===== config.mk =====
export PLATFORM = sky130hd
export DESIGN_NAME = natural_cubic_spline_evaluator
export DESIGN_NICKNAME = d
export VERILOG_FILES = /design/src/rtl/core/ncse_pkg.sv /design/src/rtl/core/ncse_cell.sv /design/src/rtl/core/ncse_mul.sv /design/src/rtl/core/ncse_div.sv /design/src/rtl/core/natural_cubic_spline_evaluator.sv
export SDC_FILE = /design/constraint.sdc
export NUM_CORES = 2
export LEC_CHECK = 0
export BUFFER_PORTS_ARGS = -buffer_cell sky130_fd_sc_hd__buf_4
export CAP_MARGIN = 20
export CORE_UTILIZATION = 35
export CTS_BUF_LIST = sky130_fd_sc_hd__clkbuf_4
export CTS_CLUSTER_SIZE = 40
export DETAILED_ROUTE_END_ITERATION = 7
export SLEW_MARGIN = 10
export SYNTH_ARGS = -nofsm -noshare
export SYNTH_HDL_FRONTEND = slang
export SYNTH_SLANG_ARGS = --single-unit

===== constraint.sdc =====
create_clock -name clk -period 11.5 [get_ports clk]
set_input_delay 0.575 -clock clk [delete_from_list [all_inputs] [get_ports clk]]
set_output_delay 0.575 -clock clk [all_outputs]
set_load 0.02 [all_outputs]

===== src/rtl/core/ncse_pkg.sv =====
`timescale 1ns / 1ps
package ncse_pkg;

  localparam int MAX_KNOTS = 16;
  localparam int FRAC_BITS = 16;
  localparam int IDX_W     = $clog2(MAX_KNOTS);
  // wide accumulator for the scaled numerator
  localparam int ACC_W     = 144;
  // signed width of the coefficient sum; the multiplier operand below is one bit wider
  localparam int SUM_W     = 32 + IDX_W;
  localparam int MB_W      = SUM_W + 1;
  localparam int MCNT_W    = $clog2(MB_W + 1);
  // magnitude of the numerator after dropping the fraction scale
  localparam int QW        = ACC_W - 2 * FRAC_BITS - 1;
  localparam int DCNT_W    = $clog2(QW + 1);

  localparam logic [1:0] CFG_RANGE_MIN  = 2'd0;
  localparam logic [1:0] CFG_RANGE_MAX  = 2'd1;
  localparam logic [1:0] CFG_KNOT_COUNT = 2'd2;

  localparam logic CMD_EVAL  = 1'b0;
  localparam logic CMD_WRITE = 1'b1;

  typedef struct packed {
    logic                    start;
    logic [ACC_W-1:0]        a;
    logic [MB_W-1:0]         b;
  } mul_req_t;

  typedef struct packed {
    logic                    start;
    logic [QW-1:0]           dividend;
    logic [31:0]             divisor;
    logic [DCNT_W-1:0]       steps;
  } div_req_t;

endpackage


===== src/rtl/core/ncse_cell.sv =====
`timescale 1ns / 1ps
module ncse_cell (
  input  logic        clk,
  input  logic        rst_n,
  input  logic        wr_en,
  input  logic [31:0] wr_data,
  input  logic        shift,
  input  logic [31:0] nb_data,
  output logic [31:0] data
);

  logic [31:0] data_r;

  always_ff @(posedge clk) begin
    if (!rst_n) begin
      data_r <= '0;
    end else if (wr_en) begin
      data_r <= wr_data;
    end else if (shift) begin
      // take the neighbor's coefficient
      data_r <= nb_data;
    end
  end

  assign data = data_r;

endmodule


===== src/rtl/core/ncse_mul.sv =====
`timescale 1ns / 1ps
module ncse_mul (
  input  logic                           clk,
  input  logic                           rst_n,
  input  ncse_pkg::mul_req_t             req,
  output logic                           done,
  output logic [ncse_pkg::ACC_W-1:0]     prod
);

  logic [ncse_pkg::ACC_W-1:0]  a_r;
  logic [ncse_pkg::MB_W-1:0]   b_r;
  logic [ncse_pkg::ACC_W-1:0]  p_r;
  logic [ncse_pkg::MCNT_W-1:0] cnt_r;
  logic                        busy_r;
  logic                        done_r;

  always_ff @(posedge clk) begin
    if (!rst_n) begin
      busy_r <= 1'b0;
      done_r <= 1'b0;
      cnt_r  <= '0;
    end else begin
      done_r <= !req.start && busy_r && (cnt_r == ncse_pkg::MCNT_W'(1));
      if (req.start) begin
        a_r    <= req.a;
        b_r    <= req.b;
        p_r    <= '0;
        cnt_r  <= ncse_pkg::MCNT_W'(ncse_pkg::MB_W);
        busy_r <= 1'b1;
      end else if (busy_r) begin
        // sign bit of the multiplier carries negative weight
        if (b_r[0]) begin
          p_r <= (cnt_r == ncse_pkg::MCNT_W'(1)) ? p_r - a_r : p_r + a_r;
        end
        a_r   <= {a_r[ncse_pkg::ACC_W-2:0], 1'b0};
        b_r   <= {b_r[ncse_pkg::MB_W-1], b_r[ncse_pkg::MB_W-1:1]};
        cnt_r <= cnt_r - ncse_pkg::MCNT_W'(1);
        if (cnt_r == ncse_pkg::MCNT_W'(1)) begin
          busy_r <= 1'b0;
        end
      end
    end
  end

  assign done = done_r;
  assign prod = p_r;

endmodule


===== src/rtl/core/ncse_div.sv =====
`timescale 1ns / 1ps
module ncse_div (
  input  logic                       clk,
  input  logic                       rst_n,
  input  ncse_pkg::div_req_t         req,
  output logic                       done,
  output logic [ncse_pkg::QW-1:0]    quot,
  output logic [31:0]                rem
);

  logic [31:0]                 rem_r;
  logic [ncse_pkg::QW-1:0]     dq_r;
  logic [31:0]                 dv_r;
  logic [ncse_pkg::DCNT_W-1:0] cnt_r;
  logic                        busy_r;
  logic                        done_r;
  logic [32:0]                 rem_sh;
  logic                        ge;
  logic [32:0]                 rem_sub;

  assign rem_sh  = {rem_r, dq_r[ncse_pkg::QW-1]};
  assign ge      = rem_sh >= {1'b0, dv_r};
  assign rem_sub = rem_sh - {1'b0, dv_r};

  always_ff @(posedge clk) begin
    if (!rst_n) begin
      busy_r <= 1'b0;
      done_r <= 1'b0;
      cnt_r  <= '0;
    end else begin
      done_r <= !req.start && busy_r && (cnt_r == ncse_pkg::DCNT_W'(1));
      if (req.start) begin
        rem_r  <= '0;
        dq_r   <= req.dividend;
        dv_r   <= req.divisor;
        cnt_r  <= req.steps;
        busy_r <= 1'b1;
      end else if (busy_r) begin
        rem_r <= ge ? rem_sub[31:0] : rem_sh[31:0];
        dq_r  <= {dq_r[ncse_pkg::QW-2:0], ge};
        cnt_r <= cnt_r - ncse_pkg::DCNT_W'(1);
        if (cnt_r == ncse_pkg::DCNT_W'(1)) begin
          busy_r <= 1'b0;
        end
      end
    end
  end

  assign done = done_r;
  assign quot = dq_r;
  assign rem  = rem_r;

endmodule


===== src/rtl/core/natural_cubic_spline_evaluator.sv =====
`timescale 1ns / 1ps
// Evaluates a natural cubic spline in truncated power form on signed Q16.16 data. A write
// word stores one coefficient; an evaluate word returns one result. With no coefficient
// written or a knot count below two the result is zero and goes straight to the output
// state. Otherwise, for K knots, the evaluation runs a 32-step divide for the knot spacing,
// three multiplies for the constant and linear parts, three bit-serial multiplies per
// knot term through one shared shift-add multiplier, and a 111-step divide of the numerator
// by the knot spacing. An empty or reversed range skips the knot terms and the spacing
// divide; a range narrower than K+1 raw units skips the knot terms.
// Coefficients sit in a ring of cells that rotates one place per term, so the current
// coefficient is always at the head cell. The block takes one word at a time and accepts the
// next word once the result is loaded; a finished result waits in the output register while
// the next word is accepted.
module natural_cubic_spline_evaluator (
  input  logic        clk,
  input  logic        rst_n,
  input  logic        in_tvalid,
  output logic        in_tready,
  input  logic [71:0] in_tdata,   // coeff_index[3:0], coeff_value[35:4], x_value[67:36]
  input  logic        in_tuser,   // cmd
  output logic        out_tvalid,
  input  logic        out_tready,
  output logic [31:0] out_tdata,  // y_value[31:0]
  output logic        out_tuser,  // saturated
  input  logic        cfg_we,
  input  logic [1:0]  cfg_addr,
  input  logic [31:0] cfg_wdata
);

  localparam int ACC_W = ncse_pkg::ACC_W;
  localparam int MB_W  = ncse_pkg::MB_W;
  localparam int SUM_W = ncse_pkg::SUM_W;
  localparam int QW    = ncse_pkg::QW;
  localparam int F2    = 2 * ncse_pkg::FRAC_BITS;
  localparam int NK    = ncse_pkg::MAX_KNOTS;
  localparam int IDX_W = ncse_pkg::IDX_W;

  typedef enum logic [3:0] {
    S_IDLE, S_DIVH, S_PREP, S_C0H_W, S_C1X, S_C1X_W, S_C1XH_W,
    S_KNOT, S_SQ_W, S_CUBE_W, S_TERM_W, S_QGO, S_QDIV, S_OUT
  } state_t;

  state_t              state_r;
  logic signed [31:0]  mn_r, mx_r, x_r;
  logic [4:0]          kcfg_r, keff_r, j_r;
  logic                present_r, dpos_r, narrow_r, neg_r;
  logic [31:0]         h_r, off_r, p_r;
  logic [4:0]          rd_r;
  logic [5:0]          rr_r;
  logic signed [SUM_W-1:0] s_r;
  logic [ACC_W-1:0]    sum_r;
  logic [IDX_W-1:0]    rot_r;
  logic [31:0]         res_y_r, out_y_r;
  logic                res_sat_r, out_sat_r, out_valid_r;

  logic [3:0]          coeff_index;
  logic [31:0]         coeff_value, x_value;
  logic                in_fire, wr_fire, zero_path;
  logic [4:0]          keff_cfg, kp1_cfg;
  logic signed [32:0]  d_s;
  logic                d_pos;
  logic [31:0]         head, h_eff;
  logic signed [31:0]  x_cl;
  logic signed [32:0]  t_s;
  logic signed [33:0]  diff;
  logic [31:0]         p_now;
  logic [5:0]          rsum, kp1_6, rr_nxt;
  logic                cy, last;
  logic [31:0]         off_nxt;
  logic [QW-1:0]       mag;
  logic                sat_now;
  logic [31:0]         y_now;
  logic                shift_en;

  ncse_pkg::mul_req_t  mul_req;
  ncse_pkg::div_req_t  div_req;
  logic                mul_done, div_done;
  logic [ACC_W-1:0]    mul_prod;
  logic [QW-1:0]       div_quot;
  logic [31:0]         div_rem;

  logic [31:0] cell_q [NK];

  assign coeff_index = in_tdata[3:0];
  assign coeff_value = in_tdata[35:4];
  assign x_value     = in_tdata[67:36];

  assign in_tready = (state_r == S_IDLE);
  assign in_fire   = in_tvalid && in_tready;
  assign wr_fire   = in_fire && (in_tuser == ncse_pkg::CMD_WRITE) &&
                     ({1'b0, coeff_index} < 5'(NK));
  assign zero_path = !present_r || (kcfg_r < 5'd2);

  assign keff_cfg = (kcfg_r > 5'(NK)) ? 5'(NK) : kcfg_r;
  assign kp1_cfg  = keff_cfg + 5'd1;
  assign d_s      = {mx_r[31], mx_r} - {mn_r[31], mn_r};
  assign d_pos    = !d_s[32] && (d_s != '0);

  assign head  = cell_q[0];
  assign h_eff = (!dpos_r || (h_r == '0)) ? 32'd1 : h_r;
  assign x_cl  = (x_r < mn_r) ? mn_r : ((x_r > mx_r) ? mx_r : x_r);

  // truncated power term at the current knot
  assign t_s   = {mn_r[31], mn_r} + {1'b0, off_r};
  assign diff  = {x_r[31], x_r[31], x_r} - {t_s[32], t_s};
  assign p_now = (!diff[33] && (diff != '0)) ? diff[31:0] : '0;

  // advance knot offset: floor(j*D/(K+1)) from h and D mod (K+1)
  assign rsum    = rr_r + {1'b0, rd_r};
  assign kp1_6   = {1'b0, keff_r} + 6'd1;
  assign cy      = rsum >= kp1_6;
  assign rr_nxt  = cy ? rsum - kp1_6 : rsum;
  assign off_nxt = off_r + h_r + {31'b0, cy};
  assign last    = (j_r == keff_r - 5'd1);

  // floor division of a negative numerator divides its complement
  assign mag     = sum_r[ACC_W-1] ? ~sum_r[ACC_W-2:F2] : sum_r[ACC_W-2:F2];
  assign sat_now = |div_quot[QW-1:31];
  assign y_now   = sat_now ? (neg_r ? 32'h8000_0000 : 32'h7fff_ffff)
                           : (neg_r ? ~div_quot[31:0] : div_quot[31:0]);

  assign shift_en = ((state_r == S_C0H_W) && mul_done) ||
                    ((state_r == S_C1XH_W) && mul_done) ||
                    ((state_r == S_TERM_W) && mul_done && !last) ||
                    (((state_r == S_QGO) || (state_r == S_QDIV)) && (rot_r != '0));

  for (genvar i = 0; i < NK; i++) begin : g_ring
    ncse_cell u_cell (
      .clk     (clk),
      .rst_n   (rst_n),
      .wr_en   (wr_fire && (coeff_index == IDX_W'(i))),
      .wr_data (coeff_value),
      .shift   (shift_en),
      .nb_data (cell_q[(i + 1) % NK]),
      .data    (cell_q[i])
    );
  end

  always_comb begin
    mul_req = '0;
    unique case (state_r)
      S_PREP: begin
        mul_req.start = 1'b1;
        mul_req.a     = {{(ACC_W-32){head[31]}}, head};
        mul_req.b     = {{(MB_W-32){1'b0}}, h_eff};
      end
      S_C1X: begin
        mul_req.start = 1'b1;
        mul_req.a     = {{(ACC_W-32){head[31]}}, head};
        mul_req.b     = {{(MB_W-32){x_r[31]}}, x_r};
      end
      S_C1X_W: begin
        mul_req.start = mul_done;
        mul_req.a     = mul_prod;
        mul_req.b     = {{(MB_W-32){1'b0}}, h_r};
      end
      S_KNOT: begin
        mul_req.start = 1'b1;
        mul_req.a     = {{(ACC_W-32){1'b0}}, p_now};
        mul_req.b     = {{(MB_W-32){1'b0}}, p_now};
      end
      S_SQ_W: begin
        mul_req.start = mul_done;
        mul_req.a     = mul_prod;
        mul_req.b     = {{(MB_W-32){1'b0}}, p_r};
      end
      S_CUBE_W: begin
        mul_req.start = mul_done;
        mul_req.a     = mul_prod;
        mul_req.b     = last ? {{(MB_W-SUM_W){s_r[SUM_W-1]}}, s_r}
                             : {{(MB_W-32){head[31]}}, head};
      end
      default: begin
        mul_req = '0;
      end
    endcase
  end

  always_comb begin
    div_req = '0;
    if ((state_r == S_IDLE) && in_fire && (in_tuser == ncse_pkg::CMD_EVAL) &&
        !zero_path && d_pos) begin
      div_req.start    = 1'b1;
      div_req.dividend = {d_s[31:0], {(QW-32){1'b0}}};
      div_req.divisor  = {27'b0, kp1_cfg};
      div_req.steps    = ncse_pkg::DCNT_W'(32);
    end else if (state_r == S_QGO) begin
      div_req.start    = 1'b1;
      div_req.dividend = mag;
      div_req.divisor  = h_r;
      div_req.steps    = ncse_pkg::DCNT_W'(QW);
    end
  end

  ncse_mul u_mul (
    .clk   (clk),
    .rst_n (rst_n),
    .req   (mul_req),
    .done  (mul_done),
    .prod  (mul_prod)
  );

  ncse_div u_div (
    .clk   (clk),
    .rst_n (rst_n),
    .req   (div_req),
    .done  (div_done),
    .quot  (div_quot),
    .rem   (div_rem)
  );

  always_ff @(posedge clk) begin
    if (!rst_n) begin
      mn_r   <= '0;
      mx_r   <= 32'sd65536;
      kcfg_r <= 5'd2;
    end else if (cfg_we) begin
      unique case (cfg_addr)
        ncse_pkg::CFG_RANGE_MIN:  mn_r   <= cfg_wdata;
        ncse_pkg::CFG_RANGE_MAX:  mx_r   <= cfg_wdata;
        ncse_pkg::CFG_KNOT_COUNT: kcfg_r <= cfg_wdata[4:0];
        default: begin
        end
      endcase
    end
  end

  always_ff @(posedge clk) begin
    if (!rst_n) begin
      state_r     <= S_IDLE;
      present_r   <= 1'b0;
      rot_r       <= '0;
      out_valid_r <= 1'b0;
    end else begin
      if ((state_r == S_OUT) && (!out_valid_r || out_tready)) begin
        out_valid_r <= 1'b1;
      end else if (out_valid_r && out_tready) begin
        out_valid_r <= 1'b0;
      end
      if (shift_en) begin
        rot_r <= (rot_r == IDX_W'(NK - 1)) ? '0 : rot_r + IDX_W'(1);
      end
      unique case (state_r)
        S_IDLE: begin
          if (wr_fire) begin
            present_r <= 1'b1;
          end
          if (in_fire && (in_tuser == ncse_pkg::CMD_EVAL)) begin
            x_r    <= x_value;
            keff_r <= keff_cfg;
            dpos_r <= d_pos;
            if (zero_path) begin
              res_y_r   <= '0;
              res_sat_r <= 1'b0;
              state_r   <= S_OUT;
            end else if (d_pos) begin
              state_r <= S_DIVH;
            end else begin
              state_r <= S_PREP;
            end
          end
        end
        S_DIVH: begin
          if (div_done) begin
            h_r     <= div_quot[31:0];
            rd_r    <= div_rem[4:0];
            state_r <= S_PREP;
          end
        end
        S_PREP: begin
          narrow_r <= !dpos_r || (h_r == '0);
          h_r      <= h_eff;
          // collapse onto range_min, then clamp to range_max
          x_r      <= (!dpos_r || (h_r == '0)) ? ((mn_r > mx_r) ? mx_r : mn_r) : x_cl;
          state_r  <= S_C0H_W;
        end
        S_C0H_W: begin
          if (mul_done) begin
            sum_r   <= {mul_prod[ACC_W-F2-1:0], {F2{1'b0}}};
            state_r <= S_C1X;
          end
        end
        S_C1X: begin
          state_r <= S_C1X_W;
        end
        S_C1X_W: begin
          if (mul_done) begin
            state_r <= S_C1XH_W;
          end
        end
        S_C1XH_W: begin
          if (mul_done) begin
            sum_r <= sum_r + {mul_prod[ACC_W-F2/2-1:0], {(F2/2){1'b0}}};
            if (narrow_r) begin
              state_r <= S_QGO;
            end else begin
              off_r   <= h_r;
              rr_r    <= {1'b0, rd_r};
              j_r     <= 5'd1;
              s_r     <= '0;
              state_r <= S_KNOT;
            end
          end
        end
        S_KNOT: begin
          p_r     <= p_now;
          state_r <= S_SQ_W;
        end
        S_SQ_W: begin
          if (mul_done) begin
            state_r <= S_CUBE_W;
          end
        end
        S_CUBE_W: begin
          if (mul_done) begin
            if (!last) begin
              s_r <= s_r + {{(SUM_W-32){head[31]}}, head};
            end
            state_r <= S_TERM_W;
          end
        end
        S_TERM_W: begin
          if (mul_done) begin
            if (last) begin
              sum_r   <= sum_r - mul_prod;
              state_r <= S_QGO;
            end else begin
              sum_r   <= sum_r + mul_prod;
              j_r     <= j_r + 5'd1;
              off_r   <= off_nxt;
              rr_r    <= rr_nxt;
              state_r <= S_KNOT;
            end
          end
        end
        S_QGO: begin
          neg_r   <= sum_r[ACC_W-1];
          state_r <= S_QDIV;
        end
        S_QDIV: begin
          if (div_done) begin
            res_y_r   <= y_now;
            res_sat_r <= sat_now;
            state_r   <= S_OUT;
          end
        end
        S_OUT: begin
          // hold until the output register is free
          if (!out_valid_r || out_tready) begin
            out_y_r     <= res_y_r;
            out_sat_r   <= res_sat_r;
            state_r     <= S_IDLE;
          end
        end
        default: begin
          state_r <= S_IDLE;
        end
      endcase
    end
  end

  assign out_tvalid = out_valid_r;
  assign out_tdata  = out_y_r;
  assign out_tuser  = out_sat_r;

  a_ring_home: assert property (@(posedge clk) disable iff (!rst_n)
    state_r == S_IDLE |-> rot_r == '0)
    else $error("coefficient ring not aligned while idle");

  a_sat_value: assert property (@(posedge clk) disable iff (!rst_n)
    out_tvalid && out_tuser |-> out_tdata == 32'h7fff_ffff || out_tdata == 32'h8000_0000)
    else $error("saturated word without a limit value");

  a_mul_done: assert property (@(posedge clk) disable iff (!rst_n)
    mul_done |-> state_r == S_C0H_W || state_r == S_C1X_W || state_r == S_C1XH_W ||
                 state_r == S_SQ_W || state_r == S_CUBE_W || state_r == S_TERM_W)
    else $error("multiplier finished outside a wait state");

  a_div_done: assert property (@(posedge clk) disable iff (!rst_n)
    div_done |-> state_r == S_DIVH || state_r == S_QDIV)
    else $error("divider finished outside a wait state");

endmodule

Yosys cells after proc, flatten, opt, wreduce, memory -nomap -nowiden
Cells that the tools add are included.
Operators by class
  reductions and logical operators: 110
  add/subtract/negate cells: 21
  bitwise logic cells: 5
  equality and inequality tests: 49
  $lt $le $gt $ge: 7
  multiplexer cells: 124
Operators with widths (count)
  two-way mux 32 bit: 52
  two-way mux 144 bit: 9
  one-hot mux 182 bit (6 select lines): 1
  adder 144 bit: 3
  one-hot mux 144 bit (3 select lines): 1
  two-way mux 111 bit: 3
  two-way mux 151 bit: 2
  subtractor 144 bit: 2
  one-hot mux 32 bit (2 select lines): 4
  two-way mux 36 bit: 5
  inverter 111 bit: 1
  OR reduction 80 bit: 1
  two-way mux 37 bit: 2
  one-hot mux 36 bit (2 select lines): 1
  greater-than comparator 32 bit: 2
  == test 4 bit, second input constant: 15
  two-way mux 4 bit: 14
  one-hot mux 4 bit (14 select lines): 1
  nonzero test 2 bit: 25
  two-way mux 6 bit: 7
  adder 36 bit: 1
  logical AND 1 bit: 36
  nonzero test 34 bit: 1
  subtractor 32 x 33 -> 34 bit: 1
  53 further kinds: 126
Storage, ports and cells
  logic and storage cells: 371
  input port bits: 112
  output and inout bits: 35
  register bits after elaboration: 1506

Logic depth before layout (Yosys ltp)
  depth after elaboration: 10
  gate-level depth with buffers: 28
  mapped depth without buffers: 27

Modules after synthesis
A second synthesis with hierarchy kept.
Unflattened totals
  cell total of the unflattened synthesis: 12785
  area, all modules: 119682.3 sq um
By module, submodules not included
  natural_cubic_spline_evaluator: cells each 6927, area an instance 55283.0 sq um, seq. area each 13533.0 sq um, instances 1
  ncse_cell: cells each 141, area an instance 1778.0 sq um, seq. area each 640.6 sq um, instances 16
  ncse_mul: cells each 2899, area an instance 26530.4 sq um, seq. area each 9919.5 sq um, instances 1
  ncse_div: cells each 703, area an instance 9421.5 sq um, seq. area each 5435.2 sq um, instances 1

Least setup slack after synthesis
No wires, ideal clock.
  kind: reg-to-reg
  start point: register keff_r[0]
  end point: register j_r[0] (enable)
  required time: 10825 ps
  cell stages (with the launch flop): 10
  clock period less this slack: 9139 ps
  slack: 2361 ps
  path buffers: 1
  arrival: 8464 ps
  cell sequence: edfxtp_1 -> inv_1 -> ha_1 -> o21ba_2 -> a211oi_1 -> a41o_1 -> nand4_1 -> clkbuf_1 -> nor2_1 -> a2111oi_0
On the way
  cells in the longest elaborated chain, start to end: 4
Ends and longest elaborated chain
  from (decl): RTL line natural_cubic_spline_evaluator.sv:45  | logic [4:0] kcfg_r, keff_r, j_r;
  from (signal assigned): RTL line natural_cubic_spline_evaluator.sv:250  | keff_r <= keff_cfg;
  subtractor 5 x 1 -> 5 bit: RTL line natural_cubic_spline_evaluator.sv:114  | assign last = (j_r == keff_r - 5'd1);
  == test 5 bit: RTL line natural_cubic_spline_evaluator.sv:114
  != test 2 bit (no source line)
  AND reduction 6 bit (no source line)
  to (signal assigned): RTL line natural_cubic_spline_evaluator.sv:329  | j_r <= j_r + 5'd1;
  to (decl): RTL line natural_cubic_spline_evaluator.sv:45
No other way between the ends.
A chain may end at the register's enable or synchronous reset.

Final worst setup path
  start point: register u_mul.p_r, in the netlist u_mul.prod[10]
  end point: register sum_r[142], data pin
On the way
  cells in the longest elaborated chain, start to end: 4
  elaborated cells between the ends (all ways): 7
Ends and longest elaborated chain
  from (decl): RTL line ncse_mul.sv:12  | logic [ncse_pkg::ACC_W-1:0] p_r;
  from (signal assigned): RTL line ncse_mul.sv:33  | p_r <= (cnt_r == ncse_pkg::MCNT_W'(1)) ? p_r - a_r : p_r + a_r;
  adder 144 bit or subtractor 144 bit (tied branches): RTL line natural_cubic_spline_evaluator.sv:328, natural_cubic_spline_evaluator.sv:325
  two-way mux 144 bit: RTL line natural_cubic_spline_evaluator.sv:324  | if (last) begin
  two-way mux 144 bit: RTL line natural_cubic_spline_evaluator.sv:323  | if (mul_done) begin
  one-hot mux 144 bit (3 select lines) *: RTL line natural_cubic_spline_evaluator.sv:243  | unique case (state_r)
  to (signal assigned): RTL line natural_cubic_spline_evaluator.sv:279  | sum_r <= {mul_prod[ACC_W-F2-1:0], {F2{1'b0}}};
  to (signal assigned): RTL line natural_cubic_spline_evaluator.sv:325  | sum_r <= sum_r - mul_prod;
  to (signal assigned): RTL line natural_cubic_spline_evaluator.sv:328  | sum_r <= sum_r + mul_prod;
  to (decl): RTL line natural_cubic_spline_evaluator.sv:51  | logic [ACC_W-1:0] sum_r;
Every way passes the cells marked *; elsewhere a longest branch is shown, timed or not. The select of a mux whose other input is x is not followed.

==> report_table.html <==
<table>
<tr><th>Metric</th><th>Value</th></tr>
<tr><th colspan="2">Timing</th></tr>
<tr><td>Worst Setup Slack, final</td><td>1790 ps</td></tr>
<tr><td>Hold Vio Cnt, Final</td><td>0</td></tr>
<tr><td>Final worst path period need</td><td>9710 ps</td></tr>
<tr><td>Final setup skew</td><td>187 ps</td></tr>
<tr><td>Minimum hold slack</td><td>125 ps</td></tr>
<tr><td>Final cycle utilization of the critical path</td><td>0.845</td></tr>
<tr><td>Final number of max-transition violations</td><td>0</td></tr>
<tr><td>Final number of setup-violating endpoints</td><td>0</td></tr>
<tr><td>Final sum of negative setup slack</td><td>0 ps</td></tr>
<tr><td>Maximum clock rate</td><td>103 MHz</td></tr>
<tr><td>Max_slew headroom</td><td>0.204</td></tr>
<tr><td>RSZ-0062 raised after global routing</td><td>false</td></tr>
<tr><td>Measured slew at the worst slew-check pin</td><td>1180 ps</td></tr>
<tr><th colspan="2">Floorplanning</th></tr>
<tr><td>Die area</td><td>0.316 sq mm</td></tr>
<tr><td>Starting Density</td><td>0.352</td></tr>
<tr><td>Die Wd</td><td>562 um</td></tr>
<tr><td>Number of rows in the core area</td><td>between 200 and 250</td></tr>
<tr><td>Placeable core area</td><td>0.312 sq mm</td></tr>
<tr><td>Vertical die dimension</td><td>562 um</td></tr>
<tr><td>Top-level I/O count</td><td>147</td></tr>
<tr><th colspan="2">Worst hold path</th></tr>
<tr><td>Worst Min Path Start</td><td>rst_n</td></tr>
<tr><td>Worst Hold End</td><td>kcfg_r[1]</td></tr>
<tr><td>Worst Hold Path Cells</td><td>3</td></tr>
<tr><td>Worst hold-check path type</td><td>input port to flip-flop</td></tr>
<tr><th colspan="2">Setup path</th></tr>
<tr><td>Worst-case reg-to-reg path depth</td><td>22</td></tr>
<tr><td>Worst reg2reg endpoint</td><td>sum_r[142]</td></tr>
<tr><td>Max Fanout on Critical Path</td><td>8</td></tr>
<tr><td>Kind of end point of the critical path</td><td>flip-flop</td></tr>
<tr><td>Start of the worst register-to-register path</td><td>u_mul.prod[10]</td></tr>
<tr><td>Delay contributed by the slowest stage of the critical path</td><td>around 930 ps</td></tr>
<tr><td>CP Data Arrival Time</td><td>10790 ps</td></tr>
<tr><td>Critical Path, Cell by Cell</td><td>or4_1, nor4_2, nand4_1, or4_1, nor3_1, nand2b_1, o21ai_0, xor2_1, ha_1, nand4_1, or3_1, nor3_1, nand3_1, o32ai_1, o31ai_1, buf_4, o21ai_0, a41oi_1, nor4_1, nor3_1, xor2_1, o21ai_0</td></tr>
<tr><td>Slowest cell on the critical path</td><td>sky130_fd_sc_hd__o32ai_1</td></tr>
<tr><td>Class of the most critical setup path</td><td>flip-flop to flip-flop</td></tr>
<tr><td>CP Data Required Time</td><td>12580 ps</td></tr>
<tr><td>Register-to-Register Setup Slack</td><td>1790 ps</td></tr>
<tr><td>Type of origin of the critical path</td><td>flip-flop</td></tr>
<tr><th colspan="2">Clock tree</th></tr>
<tr><td>Clock tree from TritonCTS</td><td>yes</td></tr>
<tr><td>Post-CTS Setup Inserts</td><td>0</td></tr>
<tr><td>Clock net sink count</td><td>1506</td></tr>
<tr><td>Clock latency of the later-clocked register in the worst-skew pair</td><td>1480 ps</td></tr>
<tr><td>Clock buffer count from CTS</td><td>432</td></tr>
<tr><td>Buffers from clock root to sink, at most</td><td>4</td></tr>
<tr><td>Library cell used as clock root buffer</td><td>sky130_fd_sc_hd__clkbuf_4</td></tr>
<tr><td>H-tree levels</td><td>5</td></tr>
<tr><td>Clock transition at the register clock pins on the worst setup and hold paths after CTS</td><td>~70 ps</td></tr>
<tr><td>PostCTS Resize Cnt</td><td>0</td></tr>
<tr><th colspan="2">Placed design</th></tr>
<tr><td>Post-placement setup slack</td><td>2060 ps</td></tr>
<tr><td>Routability Congestion</td><td>1.01</td></tr>
<tr><td>Placed inst area</td><td>0.115 sq mm</td></tr>
<tr><td>Post-detail-place hpwl</td><td>316000 um</td></tr>
<tr><td>Port-buffer cells</td><td>142</td></tr>
<tr><th colspan="2">Flow run</th></tr>
<tr><td># Max-Cap Violations</td><td>0</td></tr>
<tr><th colspan="2">GRT</th></tr>
<tr><td>All-layer global routing usage</td><td>0.261</td></tr>
<tr><td>Number of global-route vias before repair</td><td>95921</td></tr>
<tr><td>Pin count of the biggest net entering global routing</td><td>189</td></tr>
<tr><td>Overflow left after global routing</td><td>0</td></tr>
<tr><td>Antenna violations before repair</td><td>38</td></tr>
<tr><td>First-pass GRT wire length</td><td>between 600000 and 700000 um</td></tr>
<tr><th colspan="2">Power and ir drop</th></tr>
<tr><td>Worst VDD drop</td><td>0.000173 V</td></tr>
<tr><td>Switching power total</td><td>about 13 mW</td></tr>
<tr><td>Internal power summed over all cells</td><td>roughly 15 mW</td></tr>
<tr><td>Clk pwr share</td><td>0.190</td></tr>
<tr><td>Total power density per cell area</td><td>between 200 and 250 mW/mm^2</td></tr>
<tr><td>Leakage power summed over all cells</td><td>49.9 nW</td></tr>
<tr><td>Net Sw Frac</td><td>0.467</td></tr>
<tr><td>Relative contribution of combinational cells to total power</td><td>0.515</td></tr>
<tr><td>Register share of total power</td><td>0.295</td></tr>
<tr><th colspan="2">Final layout</th></tr>
<tr><td>Fraction of layout cells with a size suffix above 1</td><td>0.0873</td></tr>
<tr><td>Area growth, synth to finish</td><td>11.6%</td></tr>
<tr><td>Final standard cell area without fillers</td><td>0.123 sq mm</td></tr>
<tr><td>Post-Route Utilization</td><td>0.393</td></tr>
<tr><td>Area of the multi-input gates</td><td>about 0.067 sq mm</td></tr>
<tr><td>Number of nets in the layout</td><td>13830</td></tr>
<tr><td>Seq. cell area</td><td>0.0391 sq mm</td></tr>
<tr><td>Most used cells in the layout excluding fill and tap cells</td><td>1720 x sky130_fd_sc_hd__nor2_1, 1165 x sky130_fd_sc_hd__a21oi_1, 914 x sky130_fd_sc_hd__nand2_1</td></tr>
<tr><td>Most common cell after layout, fill and taps aside</td><td>sky130_fd_sc_hd__nor2_1</td></tr>
<tr><td>Count of fill cells added during filler insertion</td><td>31941</td></tr>
<tr><th colspan="2">Drt</th></tr>
<tr><td>Via density</td><td>5.82</td></tr>
<tr><td>Detail Route Antenna Nets</td><td>0</td></tr>
<tr><td>Wire length on met1</td><td>185000 um</td></tr>
<tr><td>Final Routed Wirelength</td><td>429000 um</td></tr>
<tr><td>Wire length on met2</td><td>181000 um</td></tr>
<tr><td>Via count</td><td>101909</td></tr>
<tr><td>DRC Markers</td><td>8</td></tr>
<tr><td>Drt initial violations</td><td>between 10000 and 15000</td></tr>
<tr><td>Detailed-routing iteration count for the pre-antenna-repair pass</td><td>8</td></tr>
<tr><td>DR WL/cell</td><td>24.5 um</td></tr>
<tr><td>Top Layer Used</td><td>met5</td></tr>
<tr><td>Met3 routed WL</td><td>38900 um</td></tr>
<tr><th colspan="2">Logic synthesis</th></tr>
<tr><td>Number of enable-type register cells in the synthesized netlist</td><td>898</td></tr>
<tr><td>Most used DFF post-synth</td><td>sky130_fd_sc_hd__edfxtp_1</td></tr>
<tr><td>Average cell area after synthesis</td><td>8.55 sq um</td></tr>
<tr><td>Post-synthesis register bit count</td><td>1506</td></tr>
<tr><td>Number of distinct library cells after synthesis</td><td>97</td></tr>
<tr><td>Syn Inst Count</td><td>12853</td></tr>
<tr><td>YS warnings</td><td>0</td></tr>
<tr><td>Share of synthesized area occupied by flip-flops and latches</td><td>0.356</td></tr>
<tr><td>Synth async-reset ratio</td><td>0</td></tr>
<tr><td>Total standard cell area after synthesis</td><td>about 0.11 sq mm</td></tr>
<tr><td>Syn nets</td><td>13671</td></tr>
<tr><th colspan="2">Outcome</th></tr>
<tr><td>Outcome</td><td>complete, but fails checks</td></tr>
<tr><td>Failing checks</td><td>design-rule violations</td></tr>
</table>
## how the worst max path moves through the flow
stage                         startpoint         endpoint  slack (ps)  depth (start not counted)
final                     u_mul.prod[10]       sum_r[142]        1790                         22
after floorplan                keff_r[0]           j_r[0]        2360                          9
after global placement     u_mul.a_r[36]  u_mul.prod[142]        2150                         24
after CTS                  u_mul.a_r[11]  u_mul.prod[142]        1980                         22
after global routing       u_mul.prod[4]       sum_r[142]        1500                         22
after detailed placement   u_mul.a_r[11]  u_mul.prod[142]        2060                         22
## power by group through the flow
stage / Clock (mW) / Combinational (mW) / Sequential (mW)
final: 5.20 / 14.1 / 8.06
after global routing: 5.59 / 15.3 / 8.07
after CTS: 5.32 / 13.8 / 8.01
after detailed placement: 0 / 13.6 / 8.12
after global placement: 0 / 13.7 / 8.11
after floorplan: 0 / 9.85 / 7.62
## synthesized netlist by cell type (123+ instances only)
cell,count,area share
sky130_fd_sc_hd__nand3_1,221,0.010
sky130_fd_sc_hd__clkbuf_1,699,0.024
sky130_fd_sc_hd__nor2_1,1731,0.059
sky130_fd_sc_hd__o21ai_0,836,0.038
sky130_fd_sc_hd__nand2b_1,130,0.0074
sky130_fd_sc_hd__a21oi_1,1166,0.053
sky130_fd_sc_hd__edfxtp_1,898,0.25
sky130_fd_sc_hd__xnor2_1,585,0.047
sky130_fd_sc_hd__a21o_1,335,0.023
sky130_fd_sc_hd__mux2i_1,617,0.056
sky130_fd_sc_hd__nand4_1,261,0.015
sky130_fd_sc_hd__o21bai_1,137,0.0094
sky130_fd_sc_hd__a211oi_1,577,0.039
sky130_fd_sc_hd__xor2_1,412,0.033
sky130_fd_sc_hd__inv_1,323,0.011
sky130_fd_sc_hd__nor3_1,242,0.011
sky130_fd_sc_hd__dfxtp_1,608,0.11
sky130_fd_sc_hd__nand2_1,932,0.032
sky130_fd_sc_hd__ha_1,694,0.079
sky130_fd_sc_hd__buf_1,123,0.0042
## state kept, by name, summed over array words and instances, names as in the netlist, 36 cells and up
| register | cells |
|---|---|
| u_div.quot | 111 |
| u_mul.prod | 144 |
| g_ring.u_cell.data | 512 |
| sum_r | 144 |
| s_r | 36 |
| u_mul.a_r | 144 |
| u_mul.b_r | 37 |
## area by class of cell
class,count,area share
Multi-Input combinational cell,10200,0.545
Clock buffer,642,0.0393
Tap cell,4140,0.0422
Clock inverter,123,0.00528
Sequential cell,1506,0.319
Antenna cell,14,0.000286
Inverter,325,0.0101
Timing Repair Buffer,547,0.0385
## layer usage
metal  global-route usage  vias to the layer above
li1                     -                    47866
met1                0.356                    48693
met2                0.390                     4394
met3               0.0525                      926
met4                0.135                       30
met5                    0                        -
## kinds of logic after synthesis
logic type               share of synthesized area
AND/OR/NAND/NOR                              0.169
AO/OA/AOI/OAI                                0.218
buffers and inverters                       0.0392
adder cells (fa/ha/maj)                     0.0812
flip-flops                                   0.356
multiplexers                                0.0562
XOR/XNOR                                    0.0798
## through the flow
| step | instances | power [mW] |
|---|---|---|
| after floorplan | 12853 | 17.5 |
| after global placement | 16493 | 21.8 |
| after detailed placement | 16497 | 21.7 |
| after CTS | 17479 | 27.1 |
| after global routing | 17488 | 29.0 |
| final | 17497 | 27.3 |
## critical path: cells and delay by family, from the launching register on
family                     cells  cell delay (ps)
AOI/OAI and AO/OA              6             2640
xor gates and xnor gates       2              250
adders and majority gates      1              480
buffers and inverters          1              210
DFF                            1              680
and+or+nand+nor               12             5050
## timing repair
| item | in CTS | in global routing |
|---|---|---|
| hold endpoints to repair | 670 | 0 |
| hold buffers | 217 | 0 |
| setup endpoints to repair | 0 | 0 |
(Power assumes the default switching activity.)
